==> src/hw/rtl/bptc_pkg.sv <==
`timescale 1ns / 1ps

package bptc_pkg;

    // Configuration register indexes
    localparam logic [2:0] REG_SENS       = 3'd0;
    localparam logic [2:0] REG_OFFSET     = 3'd1;
    localparam logic [2:0] REG_SENS_TC    = 3'd2;
    localparam logic [2:0] REG_OFFSET_TC  = 3'd3;
    localparam logic [2:0] REG_REF_TEMP   = 3'd4;
    localparam logic [2:0] REG_TEMP_TC    = 3'd5;

    // Temperature thresholds, in hundredths of a degree
    localparam logic signed [19:0] TEMP_BASE  = 20'sd2000;
    // Offset from (temp1 - 2000) to (temp1 + 1500)
    localparam logic signed [19:0] COLD_DELTA = 20'sd3500;

    localparam logic signed [19:0] TEMP_MAX = 20'sd32767;
    localparam logic signed [19:0] TEMP_MIN = -20'sd32768;
    localparam logic [17:0]        PRESS_MAX = 18'h3ffff;

    typedef struct packed {
        logic [15:0] pressure_sensitivity;
        logic [15:0] pressure_offset;
        logic [15:0] sensitivity_temp_coef;
        logic [15:0] offset_temp_coef;
        logic [15:0] reference_temperature;
        logic [15:0] temp_coef_of_temp;
    } cal_t;

    // First-order results
    typedef struct packed {
        logic [23:0]        d1;
        logic signed [18:0] dtemp;   // temp1 - 2000
        logic signed [19:0] temp1;
        logic signed [19:0] cold;    // temp1 + 1500
        logic signed [35:0] off1;
        logic signed [35:0] sens1;
        logic [16:0]        t2;      // dT^2 / 2^31
    } fo_t;

    // Second-order results
    typedef struct packed {
        logic [23:0]        d1;
        logic signed [39:0] off;
        logic signed [39:0] sens;
        logic signed [15:0] temp;
    } so_t;

endpackage

==> src/hw/rtl/bptc_pressure.sv <==
`timescale 1ns / 1ps

module bptc_pressure
(
    input  logic               clk,
    input  logic               rst_n,
    input  logic               in_valid,
    output logic               in_ready,
    input  bptc_pkg::so_t      so,
    output logic               out_valid,
    input  logic               out_ready,
    output logic [17:0]        pressure,
    output logic signed [15:0] temperature
);

    logic vf_reg;
    logic vg_reg;
    logic vh_reg;
    logic en_f;
    logic en_g;
    logic en_h;

    logic [43:0]        pl_f_reg;
    logic signed [44:0] ph_f_reg;
    logic signed [39:0] off_f_reg;
    logic signed [15:0] temp_f_reg;
    logic [43:0]        pl_next;
    logic signed [44:0] ph_next;

    logic signed [63:0] full_g_reg;
    logic signed [39:0] off_g_reg;
    logic signed [15:0] temp_g_reg;
    logic signed [63:0] full_next;

    logic [17:0]        press_h_reg;
    logic signed [15:0] temp_h_reg;
    logic [17:0]        press_next;

    assign en_h     = !vh_reg || out_ready;
    assign en_g     = !vg_reg || en_h;
    assign en_f     = !vf_reg || en_g;
    assign in_ready = en_f;

    // Stage F: D1 times the sensitivity, split in two partial products
    always_comb
    begin
        logic signed [24:0] d1_s;
        logic signed [19:0] sens_hi;
        d1_s    = $signed({1'b0, so.d1});
        sens_hi = $signed(so.sens[39:20]);
        pl_next = {20'b0, so.d1} * {24'b0, so.sens[19:0]};
        ph_next = d1_s * sens_hi;
    end

    // Stage G: merge the partial products
    always_comb
    begin
        logic signed [63:0] ph_x;
        ph_x      = $signed({{19{ph_f_reg[44]}}, ph_f_reg});
        full_next = (ph_x <<< 20) + $signed({20'b0, pl_f_reg});
    end

    // Stage H: remove the offset, scale and clamp
    always_comb
    begin
        logic signed [43:0] scaled;
        logic signed [43:0] off_x;
        logic signed [43:0] diff;
        scaled = $signed({full_g_reg[63], full_g_reg[63:21]});
        off_x  = $signed({{4{off_g_reg[39]}}, off_g_reg});
        diff   = scaled - off_x;
        if (diff[43])
        begin
            press_next = '0;
        end
        else if (|diff[42:33])
        begin
            press_next = bptc_pkg::PRESS_MAX;
        end
        else
        begin
            press_next = diff[32:15];
        end
    end

    always_ff @(posedge clk or negedge rst_n)
    begin
        if (!rst_n)
        begin
            vf_reg <= 1'b0;
            vg_reg <= 1'b0;
            vh_reg <= 1'b0;
        end
        else
        begin
            if (en_f)
            begin
                vf_reg <= in_valid;
            end
            if (en_g)
            begin
                vg_reg <= vf_reg;
            end
            if (en_h)
            begin
                vh_reg <= vg_reg;
            end
        end
    end

    always_ff @(posedge clk)
    begin
        if (en_f)
        begin
            pl_f_reg   <= pl_next;
            ph_f_reg   <= ph_next;
            off_f_reg  <= so.off;
            temp_f_reg <= so.temp;
        end
        if (en_g)
        begin
            full_g_reg <= full_next;
            off_g_reg  <= off_f_reg;
            temp_g_reg <= temp_f_reg;
        end
        if (en_h)
        begin
            press_h_reg <= press_next;
            temp_h_reg  <= temp_g_reg;
        end
    end

    assign out_valid   = vh_reg;
    assign pressure    = press_h_reg;
    assign temperature = temp_h_reg;

endmodule

==> config.mk <==
export PLATFORM = sky130hd
export DESIGN_NAME = bptc_pressure
export DESIGN_NICKNAME = d
export VERILOG_FILES = /design/src/hw/rtl/bptc_pkg.sv /design/src/hw/rtl/bptc_pressure.sv
export SDC_FILE = /design/constraint.sdc
export NUM_CORES = 2
export LEC_CHECK = 0
export ABC_AREA = 1
export BUFFER_PORTS_ARGS = -buffer_cell sky130_fd_sc_hd__buf_2
export CAP_MARGIN = 15
export CORE_ASPECT_RATIO = 0.5
export CORE_MARGIN = 1
export CORE_UTILIZATION = 48
export CTS_CLUSTER_SIZE = 25
export DETAILED_ROUTE_END_ITERATION = 16
export PLACE_DENSITY_LB_ADDON = 0.05
export REMOVE_ABC_BUFFERS = 1
export SETUP_SLACK_MARGIN = 0.05
export SLEW_MARGIN = 20
export SYNTH_ARGS = -nofsm -noshare
export SYNTH_HDL_FRONTEND = slang
export SYNTH_SLANG_ARGS = --single-unit
export TNS_END_PERCENT = 20
==> constraint.sdc <==
create_clock -name clk -period 8.65 [get_ports clk]
set_clock_uncertainty 0.05 [all_clocks]
set_input_delay 2.595 -clock clk [delete_from_list [all_inputs] [get_ports clk]]
set_output_delay 2.595 -clock clk [all_outputs]
set_load 0.01 [all_outputs]
; Yosys cells after proc, flatten, opt, wreduce, memory -nomap -nowiden
; Cells that the tools add are included.
[op_classes]
n_addsub = 2
n_reduce_logical = 7
n_mul = 2
mux = 1
[ops]
columns = operator, count
row1 = $add 64x45->64, 1
row2 = $mul 24x20->44, 1
row3 = $mul 25x20->44, 1
row4 = $sub 43x40->44, 1
row5 = $mux 18, 1
row6 = $reduce_or 10->1, 1
row7 = $logic_not 1->1, 3
row8 = $logic_or 1x1->1, 3
[word_totals]
input_bits = 124
out_inout_bits = 36
regBits = 301

; Depth between registers and ports, before layout
[logic_depth]
ltp_word = 4
mapped_depth = 29
depth_no_buf = 27

; Least setup slack after synthesis
; Ideal clock, no wire load.
[synth_timing]
path_type = input-to-output
start = input out_ready
end = output in_ready
n_path_buf = 0
arrival_ns = 6.266
slack_ns = -0.261
cell_stages = 4
cell_sequence = inv_1 > nand2_1 > nor2_1 > nand2_1
[synth_between]
elab_chain_cells = 3
[synth_rtl]
columns = element, line_no
row1 = from (decl), bptc_pressure.sv:11  ; input logic out_ready,
row2 = $logic_or 1x1->1, bptc_pressure.sv:39  ; assign en_h = !vh_reg || out_ready;
row3 = via en_h, bptc_pressure.sv:21  ; logic en_h;
row4 = $logic_or 1x1->1, bptc_pressure.sv:40  ; assign en_g = !vg_reg || en_h;
row5 = $logic_or 1x1->1, bptc_pressure.sv:41  ; assign en_f = !vf_reg || en_g;
row6 = to (decl), bptc_pressure.sv:8  ; output logic in_ready,
; The timed path passes the listed nets, and every way through them passes these cells.

; Worst setup path after layout
[layout_timing]
start = input so[38] (netlist name)
end = register ph_f_reg[33], data pin
[layout_between]
elab_chain_cells = 1
[layout_rtl]
columns = element, line_no
row1 = from (decl), bptc_pressure.sv:9  ; input bptc_pkg::so_t so,
row2 = $mul 25x20->44, bptc_pressure.sv:52  ; ph_next = d1_s * sens_hi;
row3 = via ph_next[33], bptc_pressure.sv:28  ; logic signed [44:0] ph_next;
row4 = to (signal assigned), bptc_pressure.sv:116  ; ph_f_reg <= ph_next;
row5 = to (decl), bptc_pressure.sv:24  ; logic signed [44:0] ph_f_reg;
; The timed path passes the listed nets, and every way through them passes these cells.
; A chain may end at the register's enable or synchronous reset.

==> reports/results.ini <==
[status]
status=complete, no violations

[floorplan]
die_y_um=220.4
die_w_um=438.8
io_pins=160
rows=79
die_area_um2=96730
start_util_pct=48.87
design.core.area_um2=93700

[global_route]
grt_pass1_vias=37920
antenna_found_initial=13
grt_max_degree=72
grt_pass1_wl_um=198200
grt_usage_pct=26.13
gr-total-overflow=0

[logic_synthesis]
synthMuxAreaShare_pct=0
netlist_area_um2=45800
synthSimpleGateAreaFrac_pct=16.21
synth-seq-cells=260
synth_xor_area_share_pct=2.527
synth-seq-area-share_pct=17.01
synth_cells=5593
ys_types=50
synth_top_family_by_area=adder cells
synthFlopType=edfxtp_1
yosysWarnings=0
avgSynthCellArea_um2=8.188
synth_compound_area_share_pct=4.251
synth_edf_count=257
synthArstFlopShare_pct=1.154
yosys.area_share.adder_pct=45.02

[placement]
dp_slack_ps=-214.6
port_buffers=159
place_congestion=0.9203
placed_area_um2=50890
hpwl_um=107500

[cts]
post_cts_buffers=0
root_buffer=clkbuf_16
ctsLongestPathBuffers=3
cts.sinks=260
cts_max_level=1
cts_tree=done
clk_pin_slew_worst_paths_ps=70
clock_latency_ps=600
numCtsBuffers=29

[sta]
worst_pin_slew_ps=966.8
hold_viol_final=0
timing.hold.ws_ps=364.0
setup_viol=0
max_freq_mhz=119.9
period_share_pct=96.40
maxSlewViolCount=0
worst_slack_ps=311.3
rsz0062_at_grt=yes
slew_headroom_pct=35.54
period_minus_slack_ps=8339

[finish]
drive_above_1_share_pct=11.06
fin_area_um2=51850
seqCellArea_um2=7792
multiInputGateArea_um2=31160
synthToLayoutAreaGrowth_pct=13.23
fin_nets=7310
fillers=8894
antenna_cells=0
largest_reg_flops=44

[setup_path]
path_buf_inv=9
cp-start-kind=input port
critPathKind=input port to register
setup.worst_path.end_class=register
slowest_stage=fa_1
cp.required_ps=8940
cpPeakStageDelay_ps=530
crit_arrival_ps=8620
critPathMaxFanout=5
cpLargestDelayFamily=adder cells

[routing]
wl_met2_um=56840
wl_met3_um=8001
dr_total_vias=35830
drt-initial-drc-count=1992
vias_per_cell=4.917
route.detailed.drc=0
m1WireLength_um=55280
top_layer_used=met5
ant_nets=0
dr.pass1.iters=5
wl_per_cell_um=16.80
wirelength_um=122400

[flow_run]
cap_viol_max_count=0

[min_path]
hp-class=register to register

-- cell usage after synthesis (all sizes together) (2+ instances only) --
library cell / instances / area (um2)
inv: 1638 / 6148
nand2: 1478 / 5580
fa: 785 / 15720
ha: 392 / 4905
edfxtp: 257 / 7717
nor2: 228 / 912.1
clkbuf: 174 / 653.1
a21oi: 163 / 815.8
o21ai: 85 / 429.2
xor2: 79 / 710.7
nand3: 56 / 310.3
xnor2: 51 / 446.7
nand4: 43 / 269.0
nor3: 23 / 120.1
a31oi: 22 / 137.6
o21bai: 17 / 127.6
a21o: 14 / 105.1
or2: 14 / 87.58
a21boi: 9 / 67.57
nor4: 9 / 62.56
o21a: 9 / 67.56
o211ai: 8 / 60.06
buf: 6 / 52.55
nand3b: 5 / 37.54
a211oi: 4 / 30.03
a221oi: 4 / 35.03
and2: 4 / 25.02
and3: 3 / 18.77
dfrtp: 3 / 75.07
o221ai: 3 / 26.28
o22ai: 2 / 12.51
o31ai: 2 / 15.01
-- final cells by class --
| cell class | instances | area share (%) |
|---|---|---|
| Inverter | 1639 | 11.87 |
| Clock buffer | 33 | 1.428 |
| Tap cell | 1255 | 3.028 |
| Timing Repair Buffer | 565 | 8.141 |
| Multi-Input combinational cell | 3514 | 60.09 |
| Clock inverter | 21 | 0.4174 |
| Sequential cell | 260 | 15.03 |
-- per-layer routing --
metal	up-vias	track usage, %
li1	17140	-
met1	17630	35.91
met2	895	44.33
met3	159	3.957
met4	6	4.750
met5	-	0
-- logic make-up (layout without fill, tap and decap cells) --
| logic type | count (synthesis) | in the layout |
|---|---|---|
| compound gates | 344 | 344 |
| simple gates | 1863 | 1863 |
| xor+xnor | 130 | 130 |
| fa+ha+maj | 1177 | 1177 |
| buf+inv | 1819 | 2258 |
| flops | 260 | 260 |
-- per-stage QoR --
| stage | instances | setup TNS [ps] | util (%) |
|---|---|---|---|
| 5_1_grt | 7287 | -7.403 | 55.34 |
| 2_1_floorplan | 5413 | -261.4 | - |
| 3_3_place_gp | 7233 | -3189 | 54.31 |
| 3_5_place_dp | 7233 | -4112 | 54.31 |
| 6_report | 7287 | 0 | 55.34 |
| 4_1_cts | 7287 | 0 | 55.33 |
-- cell usage in the layout, fill, tap and decap left out, drive strengths merged, types with 17 or more instances in the layout --
cell type,instances
a21oi,163
buf,564
inv,1641
fa,785
o21ai,85
clkbuf,34
xnor2,51
nor3,23
ha,392
o21bai,17
xor2,79
nor2,228
nand2,1478
nand3,56
a31oi,22
nand4,43
edfxtp,257
-- worst reg2reg max path, stage by stage (launching register included) --
cell,delay [ps]
dfrtp_1,370
nand2_1,70
buf_4,390
nor2_1,210
nand2_4,100
buf_4,650
buf_4,880
-- what timing repair did --
item | CTS | global route
endpoints found under the setup margin | 0 | 5
gates resized for setup | 0 | 3
hold buffers | 0 | 0
-- final timing paths --
kind | slack, ps | end | start | depth (start not counted)
min | 360 | temperature[2] | temp_g_reg[2] | 0
max in group asynchronous | 6730 | vf_reg | rst_n | 1
min reg2reg | 360 | temperature[2] | temp_g_reg[2] | 0
max | 310 | ph_f_reg[33] | so[38] | 27
min in group asynchronous | 1720 | out_valid | rst_n | 1
max reg2reg | 5450 | pl_f_reg[42] | out_valid | 6
Power is not shown: default switching activity piles up to over one toggle a cycle in this logic, so the estimate is an artifact.
