### config.mk
export PLATFORM = sky130hd
export DESIGN_NAME = bptc_first_order
export DESIGN_NICKNAME = d
export VERILOG_FILES = /design/src/hw/rtl/bptc_pkg.sv /design/src/hw/rtl/bptc_first_order.sv
export SDC_FILE = /design/constraint.sdc
export NUM_CORES = 2
export LEC_CHECK = 0
export ABC_AREA = 1
export BUFFER_PORTS_ARGS = -buffer_cell sky130_fd_sc_hd__buf_2
export CAP_MARGIN = 20
export CORE_ASPECT_RATIO = 0.5
export CORE_MARGIN = 3
export CORE_UTILIZATION = 70
export CTS_CLUSTER_DIAMETER = 30
export DETAILED_ROUTE_END_ITERATION = 7
export PLACE_DENSITY = 0.95
export SYNTH_ARGS = -nofsm -noshare
export SYNTH_HDL_FRONTEND = slang
export SYNTH_SLANG_ARGS = --single-unit
### constraint.sdc
create_clock -name clk -period 24 [get_ports clk]
set_clock_uncertainty 0.05 [all_clocks]
set_input_delay 4.8 -clock clk [delete_from_list [all_inputs] [get_ports clk]]
set_output_delay 4.8 -clock clk [all_outputs]
set_load 0.005 [all_outputs]
### src/hw/rtl/bptc_pkg.sv
`timescale 1ns / 1ps

package bptc_pkg;

    // Configuration register indexes
    localparam logic [2:0] REG_SENS       = 3'd0;
    localparam logic [2:0] REG_OFFSET     = 3'd1;
    localparam logic [2:0] REG_SENS_TC    = 3'd2;
    localparam logic [2:0] REG_OFFSET_TC  = 3'd3;
    localparam logic [2:0] REG_REF_TEMP   = 3'd4;
    localparam logic [2:0] REG_TEMP_TC    = 3'd5;

    // Temperature thresholds, in hundredths of a degree
    localparam logic signed [19:0] TEMP_BASE  = 20'sd2000;
    // Offset from (temp1 - 2000) to (temp1 + 1500)
    localparam logic signed [19:0] COLD_DELTA = 20'sd3500;

    localparam logic signed [19:0] TEMP_MAX = 20'sd32767;
    localparam logic signed [19:0] TEMP_MIN = -20'sd32768;
    localparam logic [17:0]        PRESS_MAX = 18'h3ffff;

    typedef struct packed {
        logic [15:0] pressure_sensitivity;
        logic [15:0] pressure_offset;
        logic [15:0] sensitivity_temp_coef;
        logic [15:0] offset_temp_coef;
        logic [15:0] reference_temperature;
        logic [15:0] temp_coef_of_temp;
    } cal_t;

    // First-order results
    typedef struct packed {
        logic [23:0]        d1;
        logic signed [18:0] dtemp;   // temp1 - 2000
        logic signed [19:0] temp1;
        logic signed [19:0] cold;    // temp1 + 1500
        logic signed [35:0] off1;
        logic signed [35:0] sens1;
        logic [16:0]        t2;      // dT^2 / 2^31
    } fo_t;

    // Second-order results
    typedef struct packed {
        logic [23:0]        d1;
        logic signed [39:0] off;
        logic signed [39:0] sens;
        logic signed [15:0] temp;
    } so_t;

endpackage

### src/hw/rtl/bptc_first_order.sv
`timescale 1ns / 1ps

module bptc_first_order
(
    input  logic            clk,
    input  logic            rst_n,
    input  logic            in_valid,
    output logic            in_ready,
    input  logic [23:0]     d1,
    input  logic [23:0]     d2,
    input  bptc_pkg::cal_t  cal,
    output logic            out_valid,
    input  logic            out_ready,
    output bptc_pkg::fo_t   fo
);

    logic va_reg;
    logic vb_reg;
    logic vc_reg;
    logic en_a;
    logic en_b;
    logic en_c;

    logic [23:0]        d1_a_reg;
    logic signed [24:0] dt_a_reg;
    logic signed [24:0] dt_next;

    logic [23:0]        d1_b_reg;
    logic signed [41:0] p6_b_reg;
    logic signed [41:0] p4_b_reg;
    logic signed [41:0] p3_b_reg;
    logic signed [49:0] dd_b_reg;
    logic signed [41:0] p6_next;
    logic signed [41:0] p4_next;
    logic signed [41:0] p3_next;
    logic signed [49:0] dd_next;

    bptc_pkg::fo_t fo_c_reg;
    bptc_pkg::fo_t fo_next;

    assign en_c     = !vc_reg || out_ready;
    assign en_b     = !vb_reg || en_c;
    assign en_a     = !va_reg || en_b;
    assign in_ready = en_a;

    // Stage A: temperature difference from the reference
    always_comb
    begin
        dt_next = $signed({1'b0, d2}) - $signed({1'b0, cal.reference_temperature, 8'b0});
    end

    // Stage B: coefficient products and dT squared
    always_comb
    begin
        logic signed [16:0] c6;
        logic signed [16:0] c4;
        logic signed [16:0] c3;
        c6 = $signed({1'b0, cal.temp_coef_of_temp});
        c4 = $signed({1'b0, cal.offset_temp_coef});
        c3 = $signed({1'b0, cal.sensitivity_temp_coef});
        p6_next = dt_a_reg * c6;
        p4_next = dt_a_reg * c4;
        p3_next = dt_a_reg * c3;
        dd_next = dt_a_reg * dt_a_reg;
    end

    // Stage C: first-order temperature, offset and sensitivity
    always_comb
    begin
        logic signed [19:0] dtemp_x;
        logic signed [35:0] off_base;
        logic signed [35:0] off_corr;
        logic signed [35:0] sens_base;
        logic signed [35:0] sens_corr;
        dtemp_x   = $signed({p6_b_reg[41], p6_b_reg[41:23]});
        off_base  = $signed({4'b0, cal.pressure_offset, 16'b0});
        off_corr  = $signed({p4_b_reg[41], p4_b_reg[41:7]});
        sens_base = $signed({5'b0, cal.pressure_sensitivity, 15'b0});
        sens_corr = $signed({{2{p3_b_reg[41]}}, p3_b_reg[41:8]});
        fo_next.d1    = d1_b_reg;
        fo_next.dtemp = $signed(p6_b_reg[41:23]);
        fo_next.temp1 = dtemp_x + bptc_pkg::TEMP_BASE;
        fo_next.cold  = dtemp_x + bptc_pkg::COLD_DELTA;
        fo_next.off1  = off_base + off_corr;
        fo_next.sens1 = sens_base + sens_corr;
        fo_next.t2    = dd_b_reg[47:31];
    end

    always_ff @(posedge clk or negedge rst_n)
    begin
        if (!rst_n)
        begin
            va_reg <= 1'b0;
            vb_reg <= 1'b0;
            vc_reg <= 1'b0;
        end
        else
        begin
            if (en_a)
            begin
                va_reg <= in_valid;
            end
            if (en_b)
            begin
                vb_reg <= va_reg;
            end
            if (en_c)
            begin
                vc_reg <= vb_reg;
            end
        end
    end

    always_ff @(posedge clk)
    begin
        if (en_a)
        begin
            d1_a_reg <= d1;
            dt_a_reg <= dt_next;
        end
        if (en_b)
        begin
            d1_b_reg <= d1_a_reg;
            p6_b_reg <= p6_next;
            p4_b_reg <= p4_next;
            p3_b_reg <= p3_next;
            dd_b_reg <= dd_next;
        end
        if (en_c)
        begin
            fo_c_reg <= fo_next;
        end
    end

    assign out_valid = vc_reg;
    assign fo        = fo_c_reg;

endmodule

# Word level (Yosys, flattened, before mapping)
# Index checks and enable logic that the tools add are counted.
[totals]
out_inout_bits = 174
word_cells = 32
ff_bits = 422
input_bits = 148
[op_classes]
add_sub_neg = 5
n_reduce_logical = 6
mul = 4
[ops]
columns = ["op", "n"]
rows = [
  ["multiplier 25 x 17 -> 42 bit", 3],
  ["multiplier 25 x 25 -> 48 bit", 1],
  ["adder 33 x 35 -> 36 bit", 1],
  ["adder 32 x 34 -> 35 bit", 1],
  ["subtractor 24 x 24 -> 25 bit", 1],
  ["adder 19 x 12 -> 20 bit (second input constant)", 1],
  ["adder 19 x 13 -> 20 bit (second input constant)", 1],
  ["zero test 1 bit", 3],
  ["logical OR 1 bit", 3],
]

# Depth between registers and ports, before layout
[depth]
word_depth = 4
ltp_mapped = 32
mapped_depth_nobuf = 30

# Worst setup path before layout
# Ideal clock, no wire load.
[synth_timing]
path_type = "in2out"
from = "input out_ready"
to = "output in_ready"
t_required_ns = 19.150
setup_slack_ns = 9.267
path_buffers = 0
t_arrival_ns = 9.883
cell_stages = 4
path_cell_list = "inv_1 -> nand2_1 -> nor2_1 -> nand2_1"
[synth_via]
elab_chain_cells = 3
[synth_rtl]
columns = ["item", "line_no", "rtl"]
rows = [
  ["start: declaration", "bptc_first_order.sv:13", "input logic out_ready,"],
  ["logical OR 1 bit", "bptc_first_order.sv:41", "assign en_c = !vc_reg || out_ready;"],
  ["named net en_c", "bptc_first_order.sv:22", "logic en_c;"],
  ["logical OR 1 bit", "bptc_first_order.sv:42", "assign en_b = !vb_reg || en_c;"],
  ["logical OR 1 bit", "bptc_first_order.sv:43", "assign en_a = !va_reg || en_b;"],
  ["end: declaration", "bptc_first_order.sv:8", "output logic in_ready,"],
]
# The timed path passes the listed nets, and every way through them passes these cells.

# Worst setup path in the final report
# Same ends and word-level chain as after synthesis.

==> metrics.csv <==
stage,metric,value,unit
clock_network,Inserted Clock Buffers,49,
placement,routability congestion estimate from global placement,0.998,
detailed_routing,Detailed Route WL,235000,microns
critical_path,"Worst Path Class, Setup",in2out,
die,initial cell density of the core,71.0,%
outcome,violations in the final reports,DRC,
synthesis,Synthesized Nets,12100,
detailed_routing,via total after detailed routing,66600,
clock_network,htree depth,2,
grt,most used routing layer,met2,
placement,port bufs,321,
timing,post-route clock period utilization,46.1,%
timing,Final Max Tran Viols,0,
synthesis,predominant post-synthesis flop cell,sky130_fd_sc_hd__edfxtp_1,
run,max capacitance violation total,0,
synthesis,number of flops mapped to enable cells by yosys,343,
timing,final period demand of the worst path,11.07,ns
cells_and_area,ratio of cells with drive above 1 in the final layout,5.07,%
cells_and_area,Filler cells,6999,
clock_network,CTS max path bufs,3,
critical_path,worst endpoint data arrival time,6.22,ns
cells_and_area,number of nets at the end of the flow,12100,
synthesis,instance count of the mapped netlist,9665,
grt,routing usage on met1,45.6,%
cells_and_area,area added between synthesis and finish,5.37,%
die,Die ar.,0.119,sq mm
clock_network,Resized cells post-CTS,0,
clock_network,CTS tree,yes,
timing,headroom to the max-slew limit,28.4,%
synthesis,YS warnings,0,
critical_path,startpoint type of the worst setup path,primary input,
clock_network,buffers inserted by post-CTS timing repair,0,
synthesis,count of state elements after synthesis,346,
grt,initial antenna violation count,11,
timing,total negative setup slack,0,ns
grt,via count of the first global-routing pass,74300,
placement,dpl hpwl,177000,microns
timing,unrepaired setup endpoints after global routing,false,
die,I/O pins,322,
clock_network,Root Buffer,sky130_fd_sc_hd__clkbuf_16,
timing,Final setup viols,0,
cells_and_area,"leading cell types in the layout, fill and taps excluded","2939 x sky130_fd_sc_hd__inv_1, 2481 x sky130_fd_sc_hd__nand2_1, 1761 x sky130_fd_sc_hd__fa_1",
clock_network,"CTS clk-pin slew, worst paths",0.07,ns
detailed_routing,number of remaining DRC errors,29,
grt,global-route wire length before repair,373000,microns
detailed_routing,residual antenna-violating net count after detailed routing,0,
cells_and_area,"commonest non-fill, non-tap cell in the layout",sky130_fd_sc_hd__inv_1,
detailed_routing,mean number of vias per cell,5.89,
detailed_routing,post-detailed-route wirelength per cell,20.8,microns
grt,maximum number of pins on one net before global-route repair,86,
min_path,Hold WC Path Type,reg2reg,
grt,overflow left after global routing,0,
synthesis,sequential element share of the synthesized area,12.9,%
critical_path,maximum fanout encountered on the critical timing path,39,
timing,slew at the pin closest to its max-slew limit,1.07,ns
critical_path,Crit. End Element,primary output,
die,number of placement rows,87,
synthesis,mean post-synth cell area,8.33,sq um
critical_path,required time of the critical path,19.15,ns
synthesis,post-synthesis instance area,0.0805,sq mm
detailed_routing,number of violations reported at the end of detailed-routing iteration 0,7946,
synthesis,post-synthesis async set-or-reset flop share,0.867,%
outcome,run status,finished with violations,
grt,GR Util All Layers,40.1,%
grt,global-route track usage on met2,65.6,%
clock_network,Num Clock Sinks,346,
synthesis,unique cell type count in the Yosys netlist,43,
die,height of the die,246,microns
clock_network,number of buffers added to fix hold violations after cts,0,
detailed_routing,1st-pass router iterations,8,
cells_and_area,number of flip-flops under the largest register name,165,
timing,final hold viol count,0,
clock_network,clk_lat worst skew,0.71,ns
grt,met3 Usage GRT,11.9,%
die,horizontal die dimension,485,microns
die,area of the core,0.113,sq mm
timing,top achievable clock speed,90.3,MHz
==> through the flow <==
step	instance area (sq um)	setup WS [ns]	utilization, %	instances	hold WS (ns)
final	84800	12.93	74.8	11300	0.343
after global routing	84800	12.91	74.8	11300	0.348
after CTS	84800	12.97	74.8	11300	0.337
after detailed placement	83000	12.99	73.2	11200	0.355
after global placement	83000	13.10	73.2	11200	0.350
after floorplan	80500	9.27	-	9665	0.350
==> worst max-delay path: stages <==
cell and delay (ns):
sky130_fd_sc_hd__buf_2 0.11, sky130_fd_sc_hd__inv_1 0.09, sky130_fd_sc_hd__nand2_4 0.40, sky130_fd_sc_hd__nor2_1 0.53
sky130_fd_sc_hd__nand2_2 0.11, sky130_fd_sc_hd__buf_2 0.16
==> layout make-up <==
| type | count | area [sq um] | share of cell area, % |
|---|---|---|---|
| Multi-Input combinational cell | 6028 | 57700 | 68.1 |
| Inverter | 2941 | 11000 | 13.0 |
| Sequential cell | 346 | 10400 | 12.2 |
| Timing Repair Buffer | 365 | 1940 | 2.28 |
| Tap cell | 1513 | 1890 | 2.23 |
| Clock buffer | 49 | 1230 | 1.45 |
| Clock inverter | 43 | 566 | 0.667 |
| Antenna cell | 12 | 30.0 | 0.0354 |
==> routing by layer <==
layer / vias to the layer above / wire length, microns
met5: - / 13
met4: 2 / 20900
met3: 2062 / 30300
met2: 5388 / 110000
met1: 31400 / 74300
li1: 27700 / -
==> cell usage after synthesis, drive strengths merged, types with 40 or more instances <==
| cell | instances | share of area [%] |
|---|---|---|
| nand2 | 2494 | 12 |
| a21oi | 242 | 1.5 |
| o21ai | 129 | 0.83 |
| clkbuf | 308 | 1.4 |
| nor2 | 386 | 1.8 |
| inv | 2941 | 14 |
| nand4 | 52 | 0.40 |
| xor2 | 96 | 1.0 |
| xnor2 | 42 | 0.46 |
| nand3 | 177 | 1.1 |
| fa | 1761 | 44 |
| nor3 | 40 | 0.28 |
| edfxtp | 343 | 13 |
| buf | 42 | 0.23 |
| ha | 500 | 7.8 |
==> cells by family after synthesis <==
group                    synth area share, %
AO/OA/AOI/OAI                           3.06
adder cells (fa/ha/maj)                 51.6
buffers and inverters                   15.4
AND/OR/NAND/NOR                         15.6
XOR/XNOR                                1.50
flip-flops                              12.9
==> worst paths after layout <==
| check | slack (ns) | depth (start not counted) | endpoint | from |
|---|---|---|---|---|
| setup / recovery | 12.93 | 6 | in_ready | out_ready |
| min in group asynchronous | 3.86 | 1 | va_reg$_DFFE_PN0P_ | rst_n |
| hold / removal | 0.34 | 0 | fo[31]$_DFFE_PP_ | p3_b_reg[22]$_DFFE_PP_ |
| max in group asynchronous | 19.93 | 1 | out_valid$_DFFE_PN0P_ | rst_n |
| setup reg to reg | 15.25 | 23 | dd_b_reg[44]$_DFFE_PP_ | dt_a_reg[24]$_DFFE_PP_ |
| hold reg to reg | 0.34 | 0 | fo[31]$_DFFE_PP_ | p3_b_reg[22]$_DFFE_PP_ |
Power is not shown: default switching activity piles up to over one toggle a cycle in this logic, so the estimate is an artifact.
