`src/hw/rtl/bptc_pkg.sv`:
```
`timescale 1ns / 1ps

package bptc_pkg;

    // Configuration register indexes
    localparam logic [2:0] REG_SENS       = 3'd0;
    localparam logic [2:0] REG_OFFSET     = 3'd1;
    localparam logic [2:0] REG_SENS_TC    = 3'd2;
    localparam logic [2:0] REG_OFFSET_TC  = 3'd3;
    localparam logic [2:0] REG_REF_TEMP   = 3'd4;
    localparam logic [2:0] REG_TEMP_TC    = 3'd5;

    // Temperature thresholds, in hundredths of a degree
    localparam logic signed [19:0] TEMP_BASE  = 20'sd2000;
    // Offset from (temp1 - 2000) to (temp1 + 1500)
    localparam logic signed [19:0] COLD_DELTA = 20'sd3500;

    localparam logic signed [19:0] TEMP_MAX = 20'sd32767;
    localparam logic signed [19:0] TEMP_MIN = -20'sd32768;
    localparam logic [17:0]        PRESS_MAX = 18'h3ffff;

    typedef struct packed {
        logic [15:0] pressure_sensitivity;
        logic [15:0] pressure_offset;
        logic [15:0] sensitivity_temp_coef;
        logic [15:0] offset_temp_coef;
        logic [15:0] reference_temperature;
        logic [15:0] temp_coef_of_temp;
    } cal_t;

    // First-order results
    typedef struct packed {
        logic [23:0]        d1;
        logic signed [18:0] dtemp;   // temp1 - 2000
        logic signed [19:0] temp1;
        logic signed [19:0] cold;    // temp1 + 1500
        logic signed [35:0] off1;
        logic signed [35:0] sens1;
        logic [16:0]        t2;      // dT^2 / 2^31
    } fo_t;

    // Second-order results
    typedef struct packed {
        logic [23:0]        d1;
        logic signed [39:0] off;
        logic signed [39:0] sens;
        logic signed [15:0] temp;
    } so_t;

endpackage

```
`src/hw/rtl/bptc_second_order.sv`:
```
`timescale 1ns / 1ps

module bptc_second_order
(
    input  logic            clk,
    input  logic            rst_n,
    input  logic            in_valid,
    output logic            in_ready,
    input  bptc_pkg::fo_t   fo,
    output logic            out_valid,
    input  logic            out_ready,
    output bptc_pkg::so_t   so
);

    logic vd_reg;
    logic ve_reg;
    logic en_d;
    logic en_e;

    bptc_pkg::fo_t fo_d_reg;
    logic [35:0]   d_sq_reg;
    logic [35:0]   e_sq_reg;
    logic          lo_d_reg;
    logic          vlo_d_reg;
    logic [35:0]   d_sq_next;
    logic [35:0]   e_sq_next;

    bptc_pkg::so_t so_e_reg;
    bptc_pkg::so_t so_next;

    assign en_e     = !ve_reg || out_ready;
    assign en_d     = !vd_reg || en_e;
    assign in_ready = en_d;

    // Stage D: squares of the distances below the two thresholds
    always_comb
    begin
        logic signed [37:0] sq_a;
        logic signed [39:0] sq_b;
        sq_a      = fo.dtemp * fo.dtemp;
        sq_b      = fo.cold * fo.cold;
        d_sq_next = sq_a[35:0];
        e_sq_next = sq_b[35:0];
    end

    // Stage E: apply the cold corrections, saturate temperature
    always_comb
    begin
        logic [38:0]        five_d;
        logic [38:0]        seven_e;
        logic [39:0]        eleven_e;
        logic signed [39:0] off_x;
        logic signed [39:0] sens_x;
        logic signed [39:0] off_d;
        logic signed [39:0] off_e;
        logic signed [39:0] sens_d;
        logic signed [39:0] sens_e;
        logic signed [19:0] t2_x;
        logic signed [19:0] temp_full;
        five_d   = {1'b0, d_sq_reg, 2'b0} + {3'b0, d_sq_reg};
        seven_e  = {e_sq_reg, 3'b0} - {3'b0, e_sq_reg};
        eleven_e = {1'b0, e_sq_reg, 3'b0} + {3'b0, e_sq_reg, 1'b0} + {4'b0, e_sq_reg};
        off_x    = $signed({{4{fo_d_reg.off1[35]}}, fo_d_reg.off1});
        sens_x   = $signed({{4{fo_d_reg.sens1[35]}}, fo_d_reg.sens1});
        off_d    = lo_d_reg  ? $signed({2'b0, five_d[38:1]})   : '0;
        sens_d   = lo_d_reg  ? $signed({3'b0, five_d[38:2]})   : '0;
        off_e    = vlo_d_reg ? $signed({1'b0, seven_e})        : '0;
        sens_e   = vlo_d_reg ? $signed({1'b0, eleven_e[39:1]}) : '0;
        t2_x     = lo_d_reg  ? $signed({3'b0, fo_d_reg.t2})    : '0;
        temp_full = fo_d_reg.temp1 - t2_x;

        so_next.d1   = fo_d_reg.d1;
        so_next.off  = off_x - off_d - off_e;
        so_next.sens = sens_x - sens_d - sens_e;
        if (temp_full > bptc_pkg::TEMP_MAX)
        begin
            so_next.temp = bptc_pkg::TEMP_MAX[15:0];
        end
        else if (temp_full < bptc_pkg::TEMP_MIN)
        begin
            so_next.temp = bptc_pkg::TEMP_MIN[15:0];
        end
        else
        begin
            so_next.temp = temp_full[15:0];
        end
    end

    always_ff @(posedge clk or negedge rst_n)
    begin
        if (!rst_n)
        begin
            vd_reg <= 1'b0;
            ve_reg <= 1'b0;
        end
        else
        begin
            if (en_d)
            begin
                vd_reg <= in_valid;
            end
            if (en_e)
            begin
                ve_reg <= vd_reg;
            end
        end
    end

    always_ff @(posedge clk)
    begin
        if (en_d)
        begin
            fo_d_reg  <= fo;
            d_sq_reg  <= d_sq_next;
            e_sq_reg  <= e_sq_next;
            lo_d_reg  <= fo.dtemp[18];
            vlo_d_reg <= fo.cold[19];
        end
        if (en_e)
        begin
            so_e_reg <= so_next;
        end
    end

    assign out_valid = ve_reg;
    assign so        = so_e_reg;

    // The very-cold correction only ever comes with the cold one
    a_cold_nested: assert property (@(posedge clk) disable iff (!rst_n)
        vd_reg && vlo_d_reg |-> lo_d_reg)
        else $error("very-cold flag without cold flag");

endmodule

```
`config.mk`:
```
export PLATFORM = sky130hd
export DESIGN_NAME = bptc_second_order
export DESIGN_NICKNAME = d
export VERILOG_FILES = /design/src/hw/rtl/bptc_pkg.sv /design/src/hw/rtl/bptc_second_order.sv
export SDC_FILE = /design/constraint.sdc
export NUM_CORES = 2
export LEC_CHECK = 0
export ABC_AREA = 0
export ABC_CLOCK_PERIOD_IN_PS = 6400
export BUFFER_PORTS_ARGS = -buffer_cell sky130_fd_sc_hd__buf_2
export CORE_MARGIN = 2
export CORE_UTILIZATION = 30
export CTS_BUF_LIST = sky130_fd_sc_hd__clkbuf_4
export DETAILED_ROUTE_END_ITERATION = 16
export GPL_TIMING_DRIVEN = 0
export PLACE_DENSITY_LB_ADDON = 0.3
export SYNTH_ARGS = -nofsm -noshare
export SYNTH_HDL_FRONTEND = slang
export SYNTH_SLANG_ARGS = --single-unit
export TNS_END_PERCENT = 20
```
`constraint.sdc`:
```
create_clock -name clk -period 6.4 [get_ports clk]
set_input_delay 0.96 -clock clk [delete_from_list [all_inputs] [get_ports clk]]
set_output_delay 0.96 -clock clk [all_outputs]
set_load 0.005 [all_outputs]
```
# After elaboration in Yosys (flattened, before gate mapping)
# Index checks and enable logic that the tools add are counted.
# classes
add_sub_neg	9
mul	2
div	0
order_cmp	2
n_eq_ne	0
shift	0
mux	6
bitwise	0
n_reduce_logical	4
# op_table
operator	n
$mux 39	2
$add 39x37->40	1
$add 40x36->40	1
$sub 36x39->40	1
$sub 39x40->40	1
$sub 40x40->40	1
$add 38x36->39	1
$sub 36x38->39	1
$sub 39x36->39	1
$mux 38	1
$mux 37	1
$mul 19x19->36	1
$mul 20x20->36	1
$gt 20x16->1 const B	1
$lt 20x16->1 const B	1
$sub 20x18->20	1
$mux 17	1
$mux 16	1
$logic_not 1->1	2
$logic_or 1x1->1	2
# word_totals
ff_bits	329
latch_bits	0
mem_bits_rw	0
rom_bits	0
input_bits	176
output_inout_bits	122
word_cells	38
n_memories	0

# Depth between registers and ports, before layout
# logic_depth
depth_word	4
ltp_mapped	28
ltp_nobuf	27

# Worst setup path before layout
# No wires, ideal clock.
# synth_path
path_kind	input to register
startpoint	input fo[144] (netlist name)
endpoint	register d_sq_reg[35], data pin
setup_ps	260
arrival_time_ps	7547
required_time_ps	6140
slack_ps	-1407
path_stages	24
path_buffers	2
cell_sequence	clkbuf_1 clkbuf_1 nand2_1 fa_1 inv_1 fa_1 inv_1 fa_1 fa_1 fa_1 fa_1 inv_1 fa_1 ha_1 nand3_1 o2111ai_1 a31o_2 o2111a_1 o41ai_4 o21ai_1 or4_1 a31oi_1 o21ai_1 xnor2_1
# synth_via
elab_chain_len	1
# synth_rtl
item	line_no	text
from (decl)	bptc_second_order.sv:9	input bptc_pkg::fo_t fo,
$mul 19x19->36	bptc_second_order.sv:40	sq_a = fo.dtemp * fo.dtemp;
net d_sq_next[35]	bptc_second_order.sv:25	logic [35:0] d_sq_next;
to (signal assigned)	bptc_second_order.sv:114	d_sq_reg <= d_sq_next;
to (decl)	bptc_second_order.sv:21	logic [35:0] d_sq_reg;
# The timed path passes the listed nets, and every way through them passes these cells.
# A chain may end at the register's enable or synchronous reset.

# Worst setup path after layout
# layout_path
startpoint	input fo[133] (netlist name)
endpoint	register d_sq_reg[35], data pin
# The elaborated chain is that of the path after synthesis.

==> results.md <==
- Initial antenna violation count: 17
- Multi-input gate area: about 34,000 µm²
- Min Tclk post-route: 6890 ps
- Worst-path clk slew: ~80 ps
- Routed vias/inst: roughly 4.7
- Area delta synth->final: 19.2%
- Failing checks: setup timing
- Synth Flop Type: edfxtp_1
- WL/cell: 18.8 µm
- Synth Register Bits: approximately 330
- Main combinational cell family by area after synthesis: adder cells
- Status: finished with violations
- Most area-consuming cells after synthesis: fa_1 34%, edfxtp_1 21%, ha_1 11%
- Hold Violations, Final: 0
- Pin count of the biggest net entering global routing: 64
- Post-synthesis mux area share: 0.143%
- Library cells used by synthesis: just over 80
- Area of the die: around 160,000 µm²
- Synth Area in XOR/XNOR: a little over 5%
- Chip height: between 300 and 400 µm
- Number of setup violations in the final report: 9
- Drt first-iter violations: roughly 2.0k
- Synth top area share: 33.7%
- Required time of the critical path: between 6000 and 7000 ps
- Max Clock Skew: between 80 and 90 ps
- Ports: between 200 and 300
- Vias in the first global route: roughly 37k
- Yosys warnings: 0
- Clock sink total: approximately 330
- Mean Syn Cell Area: between 10 and 15 µm²
- TritonCTS clock tree: done
- Fillers: roughly 16k
- GRT Overall Usage: 17.1%
- Measured slew at the worst slew-check pin: approximately 1100 ps
- # DRC: 0
- Layout cell share with drive strength beyond 1: a little under a fifth
- Simple logic cell fraction of the synthesized area: 10.5%
- R2R Setup Slk: 60 ps
- Root Buffer: clkbuf_4
- Critical setup path kind: in -> reg
- Final ANT Viol Nets: 0
- Die width: around 400 µm
- Synth Instances: ~4.5k
- Max reg flops: around 130
- Initial core utilization: around 30%
- Worst min path class: in -> reg
- Critical path fanouts, max: 7
- DP HPWL: ~110 mm
- Router iterations before antenna repair: 5
- Routed WL: between 100 and 150 mm
- Worst setup margin: -487 ps
- Reg area: 9810 µm²
- Highest Clock Rate: 145 MHz
- Unrepaired setup endpoints after global routing: true
- Clock Latency Late Sink: around 900 ps
- Crit. End Element: flip-flop
- Vias: roughly 34k
- Clock buffer depth: 3
- Sequential element share of the synthesized area: approximately a fifth
- Relative slew slack: approximately 30%
- Final Cell Area: 55,400 µm²
- Remaining global-route overflow: 0
- Final nets: approximately 6.4k
- CTS buffer count: 88
- Port bufs: between 200 and 300
- CTS HTree Levels: 3
- Max cap viols: 0
- First-pass GRT wire length: between 200 and 250 mm
- Compound-Gate Fraction of Synth Area: around a tenth
- Crit path DAT: around 7500 ps
- FFs w/ async S/R, synth: less than 1%
- Row cnt: 144
- Placed Area: between 50,000 and 60,000 µm²
- Routability cong.: about 0.9
- Adder-Cell Fraction of Synth Area: between 40% and 50%
- Core ar.: between 150,000 and 200,000 µm²
- Final Cycle Share: 108%
- Dominant cell type by area after synthesis: fa_1
- Syn Std Cell Area: about 46,000 µm²
- Slew Limit Fails: 0
- CP Launch Type: input pin
- Post-synth EDFFs: about 330
-- path summary, 6_finish.rpt --
check / startpoint / endpoint / cells past startpoint
max in group asynchronous: rst_n / vd_reg$_DFFE_PN0P_ / 2
hold reg to reg: fo_d_reg[155]$_DFFE_PP_ / so[103]$_DFFE_PP_ / 0
min in group asynchronous: rst_n / out_valid$_DFFE_PN0P_ / 2
setup reg to reg: e_sq_reg[4]$_DFFE_PP_ / so[55]$_DFFE_PP_ / 25
hold / removal: fo[55] / fo_d_reg[55]$_DFFE_PP_ / 1
setup / recovery: fo[133] / d_sq_reg[35]$_DFFE_PP_ / 27
-- per-stage QoR --
| step | TNS (ps) | std cells | setup slack, ps | hold slack, ps | utilization [%] |
|---|---|---|---|---|---|
| 2_1_floorplan | -277400 | 4515 | -1260 | 400 | - |
| 3_3_place_gp | -1081250 | 6850 | -4800 | 400 | 32.8 |
| 4_1_cts | -2070 | 7084 | -482 | 118 | 35.2 |
| 5_1_grt | -4620 | 7142 | -613 | 152 | 36.0 |
| 6_report | -2540 | 7146 | -487 | 231 | 36.0 |
| 3_5_place_dp | -102270 | 6864 | -2790 | 406 | 33.0 |
-- synthesized netlist by cell type, drive strengths merged (4+ instances only) --
master / count
a2111oi: 5
a211o: 11
a211oi: 25
a21boi: 10
a21o: 105
a21oi: 209
a221o: 4
a221oi: 9
a311o: 6
a31o: 5
a31oi: 23
and2: 173
and3: 34
buf: 5
clkbuf: 95
edfxtp: 325
fa: 783
ha: 424
inv: 913
mux2: 5
nand2: 398
nand2b: 41
nand3: 52
nand3b: 7
nand4: 19
nor2: 146
nor2b: 46
nor3: 42
nor3b: 4
nor4: 6
o211ai: 18
o21a: 33
o21ai: 121
o21bai: 30
o311ai: 4
o31ai: 13
o41ai: 6
or2: 14
or3: 18
xnor2: 202
xor2: 72
-- logic make-up after synthesis --
group / Yosys count
flip-flops: 327
multiplexers: 6
buffers and inverters: 1013
other: 1
adder cells (fa/ha/maj): 1207
AND/OR/NAND/NOR: 1008
AO/OA/AOI/OAI: 677
XOR/XNOR: 274
-- metal layers --
| metal | track usage (%) | share of wire, % | vias up |
|---|---|---|---|
| li1 | - | - | 15648 |
| met1 | 22.5 | 43 | 17082 |
| met2 | 29.0 | 47 | 911 |
| met3 | 2.65 | 6.0 | 188 |
| met4 | 5.13 | 3.1 | 14 |
| met5 | 0 | 0.066 | - |
-- cell type report --
type	count	share of cell area [%]
inverters	913	6.23
flip-flops and latches	327	17.7
plain buffers	98	2.32
diodes	7	0.0316
multi-input cells	3175	61.6
clock buffers	120	1.63
repair buffers	436	5.49
clock inverters	26	0.337
well taps	2044	4.62
-- layout by cell type (no fill, tap or decap), drive strengths merged, types with 6 or more instances in the layout --
cell      netlist  final
fa            783    783
nor4            6      6
a221oi          9      9
o211ai         18     18
nor2          146    146
diode           0      7
a21o          105    105
or3            18     18
nand4          19     19
a31oi          23     23
nand3          52     52
o21a           33     33
and3           34     34
clkinv          0     19
a21oi         209    209
or2            14     14
a211o          11     11
ha            424    424
a21boi         10     10
nand3b          7      7
xnor2         202    202
nor3           42     42
nor2b          46     46
nand2b         41     41
nand2         398    398
clkinvlp        0      7
o31ai          13     13
and2          173    173
a211oi         25     25
xor2           72     72
inv           913    911
o21bai         30     30
a311o           6      6
clkbuf         95    197
edfxtp        325    325
buf             5    455
o21ai         121    121
o41ai           6      6
-- what timing repair did --
item                                    CTS  global route
setup buffers                            74            55
gates resized for setup                 407           198
endpoints found under the hold margin     2             0
cloned                                    1             3
pin swaps                                89           123
hold buffers                              1             0
endpoints found under the setup margin   74            41
-- critical path, cell delays in order --
cell,delay [ps]
buf_8,100
clkbuf_16,150
clkbuf_16,160
nand2_4,70
inv_2,30
fa_1,490
inv_2,40
fa_1,590
inv_2,50
fa_1,500
inv_1,50
fa_1,490
fa_1,420
fa_1,480
inv_1,40
fa_1,520
ha_4,240
nand3_2,100
o2111ai_4,110
a31o_4,240
o2111a_2,280
o41ai_4,340
o21ai_2,110
or4_4,440
a31oi_4,180
o21ai_2,90
xnor2_2,160
Power is not shown: default switching activity piles up to over one toggle a cycle in this logic, so the estimate is an artifact.
